`src/sv/next_fit_id_allocator_macros.svh`:
```
// Assertion macros shared by the identifier allocator RTL.
// Depends on nothing; each use expects signals named clk and rst_n in scope.
`ifndef NEXT_FIT_ID_ALLOCATOR_MACROS_SVH
`define NEXT_FIT_ID_ALLOCATOR_MACROS_SVH

// Check a consequent in the same cycle as its antecedent.
`define NFIA_ASSERT_IMPLIES(lbl, ante, cons, msg) \
  lbl: assert property (@(posedge clk) disable iff (!rst_n) (ante) |-> (cons)) \
    else $error(msg);

// Check a consequent in the cycle after its antecedent.
`define NFIA_ASSERT_NEXT(lbl, ante, cons, msg) \
  lbl: assert property (@(posedge clk) disable iff (!rst_n) (ante) |=> (cons)) \
    else $error(msg);

`endif

```
`src/sv/nfia_pkg.sv`:
```
// Shared types, codes and helpers for the next-fit identifier allocator.
// Depends on nothing; used by the top level and the bench.
`default_nettype none

package nfia_pkg;

  // Bitmap word geometry
  localparam int WORD_W = 32;
  localparam int OFF_W  = 5;

  typedef logic [WORD_W-1:0] word_t;

  // Request codes
  localparam logic CMD_ALLOC   = 1'b0;
  localparam logic CMD_RELEASE = 1'b1;

  // Sequencer states
  typedef enum logic [2:0] {
    ST_CLEAR,
    ST_IDLE,
    ST_READ,
    ST_CHECK,
    ST_DONE
  } state_t;

  // Index of the lowest set bit of a word (zero when none is set)
  function automatic logic [OFF_W-1:0] lowest_set(input word_t w);
    logic [OFF_W-1:0] idx;
    idx = '0;
    for (int i = WORD_W - 1; i >= 0; i--) begin
      if (w[i]) begin
        idx = OFF_W'(i);
      end
    end
    return idx;
  endfunction

endpackage

`default_nettype wire

```
`src/sv/nfia_ram.sv`:
```
// Generic single-clock RAM: one write port, one read port with registered data.
// Depends on nothing.
`default_nettype none

module nfia_ram #(
  parameter int WIDTH  = 32,
  parameter int DEPTH  = 8,
  parameter int ADDR_W = (DEPTH > 1) ? $clog2(DEPTH) : 1
) (
  input  logic              clk,
  input  logic              we,
  input  logic [ADDR_W-1:0] waddr,
  input  logic [WIDTH-1:0]  wdata,
  input  logic              re,
  input  logic [ADDR_W-1:0] raddr,
  output logic [WIDTH-1:0]  rdata
);

  logic [WIDTH-1:0] mem [DEPTH];
  logic [WIDTH-1:0] rdata_r;

  // Write and registered read
  always_ff @(posedge clk) begin
    if (we) begin
      mem[waddr] <= wdata;
    end
    if (re) begin
      rdata_r <= mem[raddr];
    end
  end

  assign rdata = rdata_r;

endmodule

`default_nettype wire

```
`src/sv/next_fit_id_allocator.sv`:
```
// Top level of the next-fit identifier allocator: sequencer around a bitmap RAM.
// Depends on nfia_pkg, nfia_ram and next_fit_id_allocator_macros.svh.
//
//   channel | direction | handshake           | fields
//   in_     | input     | in_valid / in_stall   | in_command, in_release_id
//   out_    | output    | out_valid / out_stall | out_ok, out_granted_id
//
// The bitmap lives in a RAM of 32-bit words with one read port and registered read data.
// Allocate reads and checks one word at a time from the start word until a free bit or the wrap;
// release reads one word and writes it back; allocate while full and a bad release go straight to the reply.
// After reset a clearing pass zeroes the bitmap, one word a cycle: ceil(ID_COUNT/32)
// words (8 at the default), with in_stall high throughout.
// A finished word waits in the output register; a new request is taken meanwhile.
`default_nettype none

`include "next_fit_id_allocator_macros.svh"

module next_fit_id_allocator #(
  parameter int ID_COUNT = 256
) (
  input  logic       clk,
  input  logic       rst_n,
  input  logic       in_valid,
  output logic       in_stall,
  input  logic       in_command,
  input  logic [7:0] in_release_id,
  output logic       out_valid,
  input  logic       out_stall,
  output logic       out_ok,
  output logic [7:0] out_granted_id
);

  localparam int WORD_W    = nfia_pkg::WORD_W;
  localparam int OFF_W     = nfia_pkg::OFF_W;
  localparam int WORDS     = (ID_COUNT + WORD_W - 1) / WORD_W;
  localparam int WADDR_W   = (WORDS > 1) ? $clog2(WORDS) : 1;
  localparam int FULL_W    = WADDR_W + OFF_W;
  localparam int PTR_W     = $clog2(ID_COUNT);
  localparam int CNT_W     = $clog2(WORDS + 1);
  localparam int LAST_BITS = ID_COUNT - (WORDS - 1) * WORD_W;

  localparam nfia_pkg::word_t ONES      = '1;
  localparam nfia_pkg::word_t LAST_MASK = ONES >> (WORD_W - LAST_BITS);

  nfia_pkg::state_t state_r, state_nxt;

  logic [PTR_W-1:0]   ptr_r, ptr_nxt;
  logic               full_r, full_nxt;
  logic               cmd_r, cmd_nxt;
  logic [WADDR_W-1:0] cur_r, cur_nxt;
  logic [OFF_W-1:0]   off_r, off_nxt;
  logic [CNT_W-1:0]   cnt_r, cnt_nxt;
  logic [WADDR_W-1:0] clr_r, clr_nxt;
  logic               res_ok_r, res_ok_nxt;
  logic [7:0]         res_id_r, res_id_nxt;
  logic               out_valid_r, out_valid_nxt;
  logic               out_ok_r, out_ok_nxt;
  logic [7:0]         out_id_r, out_id_nxt;

  logic               ram_we, ram_re;
  logic [WADDR_W-1:0] ram_waddr;
  nfia_pkg::word_t    ram_wdata, ram_rdata;

  logic [PTR_W-1:0]   ptr_adv;
  logic [FULL_W-1:0]  start_full;
  logic               rel_ok;
  logic               out_free;
  logic               in_fire;
  nfia_pkg::word_t    pass_mask, free_w;
  logic               hit;
  logic [OFF_W-1:0]   hit_bit;
  logic [FULL_W-1:0]  hit_id;
  logic [WADDR_W-1:0] cur_next_word;

  // Bitmap storage
  nfia_ram #(
    .WIDTH (WORD_W),
    .DEPTH (WORDS),
    .ADDR_W(WADDR_W)
  ) u_bitmap (
    .clk  (clk),
    .we   (ram_we),
    .waddr(ram_waddr),
    .wdata(ram_wdata),
    .re   (ram_re),
    .raddr(cur_r),
    .rdata(ram_rdata)
  );

  // Pointer advance and split of the scan start into word and bit
  assign ptr_adv    = (ptr_r == PTR_W'(ID_COUNT - 1)) ? '0 : ptr_r + 1'b1;
  assign start_full = FULL_W'(ptr_adv);
  assign rel_ok     = (in_release_id != 8'd0) && (32'(in_release_id) < ID_COUNT);
  assign out_free   = !out_valid_r || !out_stall;
  assign in_fire    = in_valid && !in_stall;

  // Mask the word under scan: start bits first, wrapped bits last, padding never
  always_comb begin
    pass_mask = ONES;
    if (cnt_r == '0) begin
      pass_mask = ONES << off_r;
    end else if (cnt_r == CNT_W'(WORDS)) begin
      pass_mask = ~(ONES << off_r);
    end
    if (cur_r == WADDR_W'(WORDS - 1)) begin
      pass_mask = pass_mask & LAST_MASK;
    end
  end

  assign free_w        = ~ram_rdata & pass_mask;
  assign hit           = |free_w;
  assign hit_bit       = nfia_pkg::lowest_set(free_w);
  assign hit_id        = {cur_r, hit_bit};
  assign cur_next_word = (cur_r == WADDR_W'(WORDS - 1)) ? '0 : cur_r + 1'b1;

  // Next state
  always_comb begin
    state_nxt = state_r;
    unique case (state_r)
      nfia_pkg::ST_CLEAR: begin
        if (clr_r == WADDR_W'(WORDS - 1)) begin
          state_nxt = nfia_pkg::ST_IDLE;
        end
      end
      nfia_pkg::ST_IDLE: begin
        if (in_valid) begin
          if ((in_command == nfia_pkg::CMD_ALLOC && full_r) ||
              (in_command == nfia_pkg::CMD_RELEASE && !rel_ok)) begin
            state_nxt = nfia_pkg::ST_DONE;
          end else begin
            state_nxt = nfia_pkg::ST_READ;
          end
        end
      end
      nfia_pkg::ST_READ: begin
        state_nxt = nfia_pkg::ST_CHECK;
      end
      nfia_pkg::ST_CHECK: begin
        if (cmd_r == nfia_pkg::CMD_RELEASE || hit || cnt_r == CNT_W'(WORDS)) begin
          state_nxt = nfia_pkg::ST_DONE;
        end else begin
          state_nxt = nfia_pkg::ST_READ;
        end
      end
      nfia_pkg::ST_DONE: begin
        if (out_free) begin
          state_nxt = nfia_pkg::ST_IDLE;
        end
      end
      default: begin
        state_nxt = nfia_pkg::ST_CLEAR;
      end
    endcase
  end

  // Handshake and RAM port outputs
  always_comb begin
    in_stall  = (state_r != nfia_pkg::ST_IDLE);
    ram_re    = (state_r == nfia_pkg::ST_READ);
    ram_we    = 1'b0;
    ram_waddr = cur_r;
    ram_wdata = ram_rdata | (nfia_pkg::word_t'(1) << hit_bit);
    unique case (state_r)
      nfia_pkg::ST_CLEAR: begin
        ram_we    = 1'b1;
        ram_waddr = clr_r;
        ram_wdata = '0;
      end
      nfia_pkg::ST_CHECK: begin
        if (cmd_r == nfia_pkg::CMD_RELEASE) begin
          ram_we    = 1'b1;
          ram_wdata = ram_rdata & ~(nfia_pkg::word_t'(1) << off_r);
        end else begin
          ram_we = hit;
        end
      end
      default: begin
        ram_we = 1'b0;
      end
    endcase
  end

  // Datapath register updates
  always_comb begin
    ptr_nxt       = ptr_r;
    full_nxt      = full_r;
    cmd_nxt       = cmd_r;
    cur_nxt       = cur_r;
    off_nxt       = off_r;
    cnt_nxt       = cnt_r;
    clr_nxt       = clr_r;
    res_ok_nxt    = res_ok_r;
    res_id_nxt    = res_id_r;
    out_valid_nxt = out_valid_r;
    out_ok_nxt    = out_ok_r;
    out_id_nxt    = out_id_r;

    // Drop the output word once taken
    if (out_valid_r && !out_stall) begin
      out_valid_nxt = 1'b0;
    end

    unique case (state_r)
      nfia_pkg::ST_CLEAR: begin
        clr_nxt = clr_r + 1'b1;
      end
      nfia_pkg::ST_IDLE: begin
        if (in_valid) begin
          cmd_nxt    = in_command;
          res_ok_nxt = 1'b0;
          res_id_nxt = 8'd0;
          if (in_command == nfia_pkg::CMD_ALLOC) begin
            if (!full_r) begin
              ptr_nxt = ptr_adv;
              cur_nxt = start_full[FULL_W-1:OFF_W];
              off_nxt = start_full[OFF_W-1:0];
              cnt_nxt = '0;
            end
          end else begin
            cur_nxt = WADDR_W'(in_release_id[7:OFF_W]);
            off_nxt = in_release_id[OFF_W-1:0];
          end
        end
      end
      nfia_pkg::ST_CHECK: begin
        if (cmd_r == nfia_pkg::CMD_RELEASE) begin
          full_nxt   = 1'b0;
          res_ok_nxt = 1'b1;
        end else if (hit) begin
          ptr_nxt    = PTR_W'(hit_id);
          res_ok_nxt = 1'b1;
          res_id_nxt = 8'(hit_id);
        end else if (cnt_r == CNT_W'(WORDS)) begin
          full_nxt = 1'b1;
        end else begin
          cur_nxt = cur_next_word;
          cnt_nxt = cnt_r + 1'b1;
        end
      end
      nfia_pkg::ST_DONE: begin
        if (out_free) begin
          out_valid_nxt = 1'b1;
          out_ok_nxt    = res_ok_r;
          out_id_nxt    = res_id_r;
        end
      end
      default: begin
        cnt_nxt = cnt_r;
      end
    endcase
  end

  // Control registers
  always_ff @(posedge clk) begin
    if (!rst_n) begin
      state_r     <= nfia_pkg::ST_CLEAR;
      ptr_r       <= '0;
      full_r      <= 1'b0;
      clr_r       <= '0;
      out_valid_r <= 1'b0;
    end else begin
      state_r     <= state_nxt;
      ptr_r       <= ptr_nxt;
      full_r      <= full_nxt;
      clr_r       <= clr_nxt;
      out_valid_r <= out_valid_nxt;
    end
  end

  // Payload registers
  always_ff @(posedge clk) begin
    cmd_r    <= cmd_nxt;
    cur_r    <= cur_nxt;
    off_r    <= off_nxt;
    cnt_r    <= cnt_nxt;
    res_ok_r <= res_ok_nxt;
    res_id_r <= res_id_nxt;
    out_ok_r <= out_ok_nxt;
    out_id_r <= out_id_nxt;
  end

  assign out_valid      = out_valid_r;
  assign out_ok         = out_ok_r;
  assign out_granted_id = out_id_r;

  // Assertions
  `NFIA_ASSERT_IMPLIES(a_grant_in_range, state_r == nfia_pkg::ST_CHECK && cmd_r == nfia_pkg::CMD_ALLOC && hit, 32'(hit_id) < ID_COUNT, "granted identifier beyond table")
  `NFIA_ASSERT_IMPLIES(a_scan_bounded, state_r == nfia_pkg::ST_CHECK, cnt_r <= CNT_W'(WORDS), "scan ran past the wrapped start word")
  `NFIA_ASSERT_NEXT(a_fail_keeps_ptr, state_r == nfia_pkg::ST_CHECK && cmd_r == nfia_pkg::CMD_ALLOC && !hit && cnt_r == CNT_W'(WORDS), full_r && $stable(ptr_r), "exhaustive scan moved pointer or left table not full")
  `NFIA_ASSERT_NEXT(a_result_not_lost, state_r == nfia_pkg::ST_DONE && out_valid_r && out_stall, state_r == nfia_pkg::ST_DONE, "result left while output register busy")
  `NFIA_ASSERT_NEXT(a_accept_busy, in_fire, in_stall, "request taken without entering work")

endmodule

`default_nettype wire

```
`config.mk`:
```
export PLATFORM = sky130hd
export DESIGN_NAME = next_fit_id_allocator
export DESIGN_NICKNAME = d
export VERILOG_FILES = /design/src/sv/nfia_pkg.sv /design/src/sv/nfia_ram.sv /design/src/sv/next_fit_id_allocator.sv
export VERILOG_INCLUDE_DIRS = /design/src /design/src/sv
export SDC_FILE = /design/constraint.sdc
export NUM_CORES = 1
export LEC_CHECK = 0
export BUFFER_PORTS_ARGS = -buffer_cell sky130_fd_sc_hd__buf_2
export CAP_MARGIN = 20
export CORE_ASPECT_RATIO = 1.25
export CORE_MARGIN = 3
export CORE_UTILIZATION = 54
export DETAILED_ROUTE_END_ITERATION = 10
export PLACE_DENSITY = 0.73
export RECOVER_POWER = 100
export SLEW_MARGIN = 10
export SYNTH_ARGS = -nofsm -noshare
export SYNTH_HDL_FRONTEND = slang
export SYNTH_HIERARCHICAL = 1
export SYNTH_SLANG_ARGS = --single-unit
```
`constraint.sdc`:
```
create_clock -name clk -period 5.35 [get_ports clk]
set_input_delay 0.8025 -clock clk [delete_from_list [all_inputs] [get_ports clk]]
set_output_delay 0.8025 -clock clk [all_outputs]
set_load 0.05 [all_outputs]
```
==> flow_metrics.py <==
metrics = {
    "status": {
        "status": "finished with violations",
        "failed_checks": "max-capacitance violations, max-slew violations",
    },
    "clocking": {
        "cts_buffer_depth": 3,
        "cts_setup_buffers": 0,
        "htree_levels": 2,
        "cts_made_buffers": 34,
        "ctsHoldBuffers": 0,
        "clockRootBuffer": "clkbuf_16",
        "ctsResizeCount": 0,
        "clk_pin_slew_ns": 0.06,
        "cts_sinks": 335,
        "clkLatencyLatePin_ns": 0.53,
        "cts_tree": "done",
    },
    "floorplan": {
        "die_h_um": 196,
        "core_um2": 28100,
        "die_w_um": 158,
        "die_area_um2": 31000,
        "initial_utilization_pct": 55.6,
        "top_level_ports": 24,
        "row_count": 68,
    },
    "setup_path": {
        "crit_path_cell_trace": "clkbuf_1 -> nand4bb_1 -> a21oi_1 -> nor4_1 -> nor3b_1 -> or4_4 -> a2111oi_4 -> o21ai_2 -> o31ai_1",
        "slowest_stage": "edfxtp_1",
        "worstPathArrival_ns": 5.17,
        "end_kind": "register",
        "crit_fanout": 24,
        "critPathBufInv": 1,
        "startpoint_type": "register",
        "critPathTopFamily": "compound AO/OA/AOI/OAI gates",
        "worst_ep_required_time_ns": 5.55,
        "crit_type": "reg2reg",
        "cp_slowest_stage_delay_ns": 0.92,
    },
    "global_route": {
        "gr-usage-all-layers_pct": 25.6,
        "overflow": 0,
        "grt_pass1_wl_mm": 59.4,
        "grt_max_degree": 68,
        "grt_pass1_vias": 9662,
        "antenna_found_initial": 0,
    },
    "finish": {
        "syn_to_final_growth_pct": 10.2,
        "drive_gt1_share_pct": 15.3,
        "diodes": 0,
        "nets": 1103,
        "n_fill_cell": 2107,
    },
    "pwr": {
        "p_total_uw": 5490,
        "powerDensity_nw_per_um2": 319,
        "vdd_drop_max_v": 0.000265,
        "leakage_uw": 0.00567,
    },
    "synth": {
        "synth_edf_count": 319,
        "netlist_top_cells_count": "edfxtp_1 (319), nand2_1 (74), nor2_1 (61)",
        "ys_warn_count": 6,
        "ys_seq_area_share_pct": 63.4,
        "synth_flop_cell": "edfxtp_1",
        "async_flop_share_pct": 0,
        "postSynthCellCount": 1044,
        "yosys.area.top_type": "edfxtp_1",
        "ys_top_cells_by_area": "edfxtp_1 (61%), mux4_1 (6.7%), mux4_2 (3.5%)",
        "synth_nets": 1064,
        "synth_cell_types": 89,
        "syn_area_um2": 15600,
        "avgSynthCellArea_um2": 14.9,
        "yosysMostFrequentCell": "edfxtp_1",
        "yosysTopAreaCellShare_pct": 61.4,
        "ys_ff_latch": 335,
    },
    "job": {
        "max_cap_violations": 3,
    },
    "sta": {
        "fmax_ghz": 0.201,
        "finalSetupViolations": 0,
        "tns_ns": 0,
        "tightest_slew_ns": 3.79,
        "min_period_ns": 4.97,
        "fin_crit_sh_pct": 92.9,
        "finalClockSkew_ns": 0.0145,
        "relSlewSlack_pct": -152,
        "drv_slew": 139,
        "rsz0062_at_grt": "no",
        "finalHoldViolCount": 0,
    },
    "place": {
        "portBuffers": 23,
        "hpwl_mm": 26.2,
        "gp_congestion": 1.09,
    },
    "route": {
        "drtIter0Drc": 910,
        "drc": 0,
        "wirelength_mm": 39.3,
        "viasPerCell": 6.79,
        "wl_per_cell_um": 26.9,
        "drtPass1Iterations": 6,
        "ant_nets": 0,
        "routed-via-count": 9896,
    },
    "min_path": {
        "hold_path_class": "reg2reg",
    },
}
flip-flops by register name, summed over array words and instances (netlist names), 3 cells and up:
register        cells
state_r             3
cur_r               3
ptr_r               8
cnt_r               4
res_id_r            8
clr_r               3
out_granted_id      8
u_bitmap/mem      256
off_r               5
u_bitmap/rdata     32
through the flow:
step / utilization (%) / std cells / area (µm²) / setup WS [ns] / hold slack, ns
3_3_place_gp: 57.7 / 1391 / 16200 / 0.789 / 0.401
4_1_cts: 61.6 / 1454 / 17300 / 0.718 / 0.418
6_report: 61.3 / 1458 / 17200 / 0.379 / 0.418
3_5_place_dp: 57.8 / 1393 / 16200 / 0.785 / 0.405
2_1_floorplan: - / 1044 / 15600 / 0.264 / 0.400
5_1_grt: 61.3 / 1458 / 17200 / 0.107 / 0.429
metal layers:
metal / wire [µm] / vias up / GRT usage [%]
met5: 0 / - / 0
met4: 2150 / 0 / 11.6
met2: 19100 / 456 / 40.9
li1: - / 4318 / -
met1: 15300 / 4990 / 34.9
met3: 2710 / 132 / 3.93
kinds of logic (layout without fill, tap and decap cells):
| family | count (synthesis) | count (layout) | synth area share [%] |
|---|---|---|---|
| compound gates | 236 | 236 | 10.8 |
| xor+xnor | 17 | 17 | 0.954 |
| buf+inv | 80 | 144 | 2.49 |
| fa+ha+maj | 7 | 7 | 0.561 |
| simple gates | 268 | 268 | 8.92 |
| mux | 101 | 101 | 12.8 |
| flops | 335 | 335 | 63.4 |
final timing paths:
check              start             endpoint  slack [ns]  depth (start not counted)
max reg2reg     off_r[4]  u_bitmap/mem[3][18]        0.38                          9
max             off_r[4]  u_bitmap/mem[3][18]        0.38                          9
min reg2reg  res_id_r[1]    out_granted_id[1]        0.42                          0
min          res_id_r[1]    out_granted_id[1]        0.42                          0
area by class of cell:
type / instances / area (µm²) / area share (%)
Clock buffer: 42 / 891 / 5.18
Multi-Input combinational cell: 629 / 5310 / 30.9
Tap cell: 350 / 438 / 2.55
Timing Repair Buffer: 70 / 444 / 2.58
Clock inverter: 19 / 173 / 1.00
Sequential cell: 335 / 9900 / 57.5
Inverter: 13 / 48.8 / 0.284
cell usage in the layout, fill, tap and decap left out, types with 9 or more instances in the layout:
cell | synthesis | layout
nor2_1 | 61 | 56
mux4_1 | 40 | 40
clkbuf_1 | 26 | 36
inv_1 | 11 | 11
nor2b_1 | 10 | 10
nand3_1 | 26 | 26
clkbuf_16 | 0 | 34
buf_2 | 29 | 11
a21oi_1 | 49 | 49
dfxtp_1 | 16 | 16
o31ai_1 | 15 | 15
a21o_1 | 9 | 9
mux4_2 | 24 | 24
nand2b_1 | 11 | 11
edfxtp_1 | 319 | 319
a32o_1 | 9 | 9
and3_1 | 13 | 13
buf_4 | 0 | 21
nor3_1 | 17 | 17
o21ai_0 | 39 | 39
a31oi_1 | 8 | 9
o211ai_1 | 14 | 14
nand2_1 | 74 | 74
xnor2_1 | 14 | 14
a211oi_1 | 16 | 17
mux2_2 | 33 | 30
report_power, final:
part / switching (µW) / internal (µW) / total [µW]
logic: 143 / 83.8 / 227
clock network: 984 / 1260 / 2240
registers: 31.7 / 2990 / 3020
No activity file was read; power rests on OpenSTA's default activity.
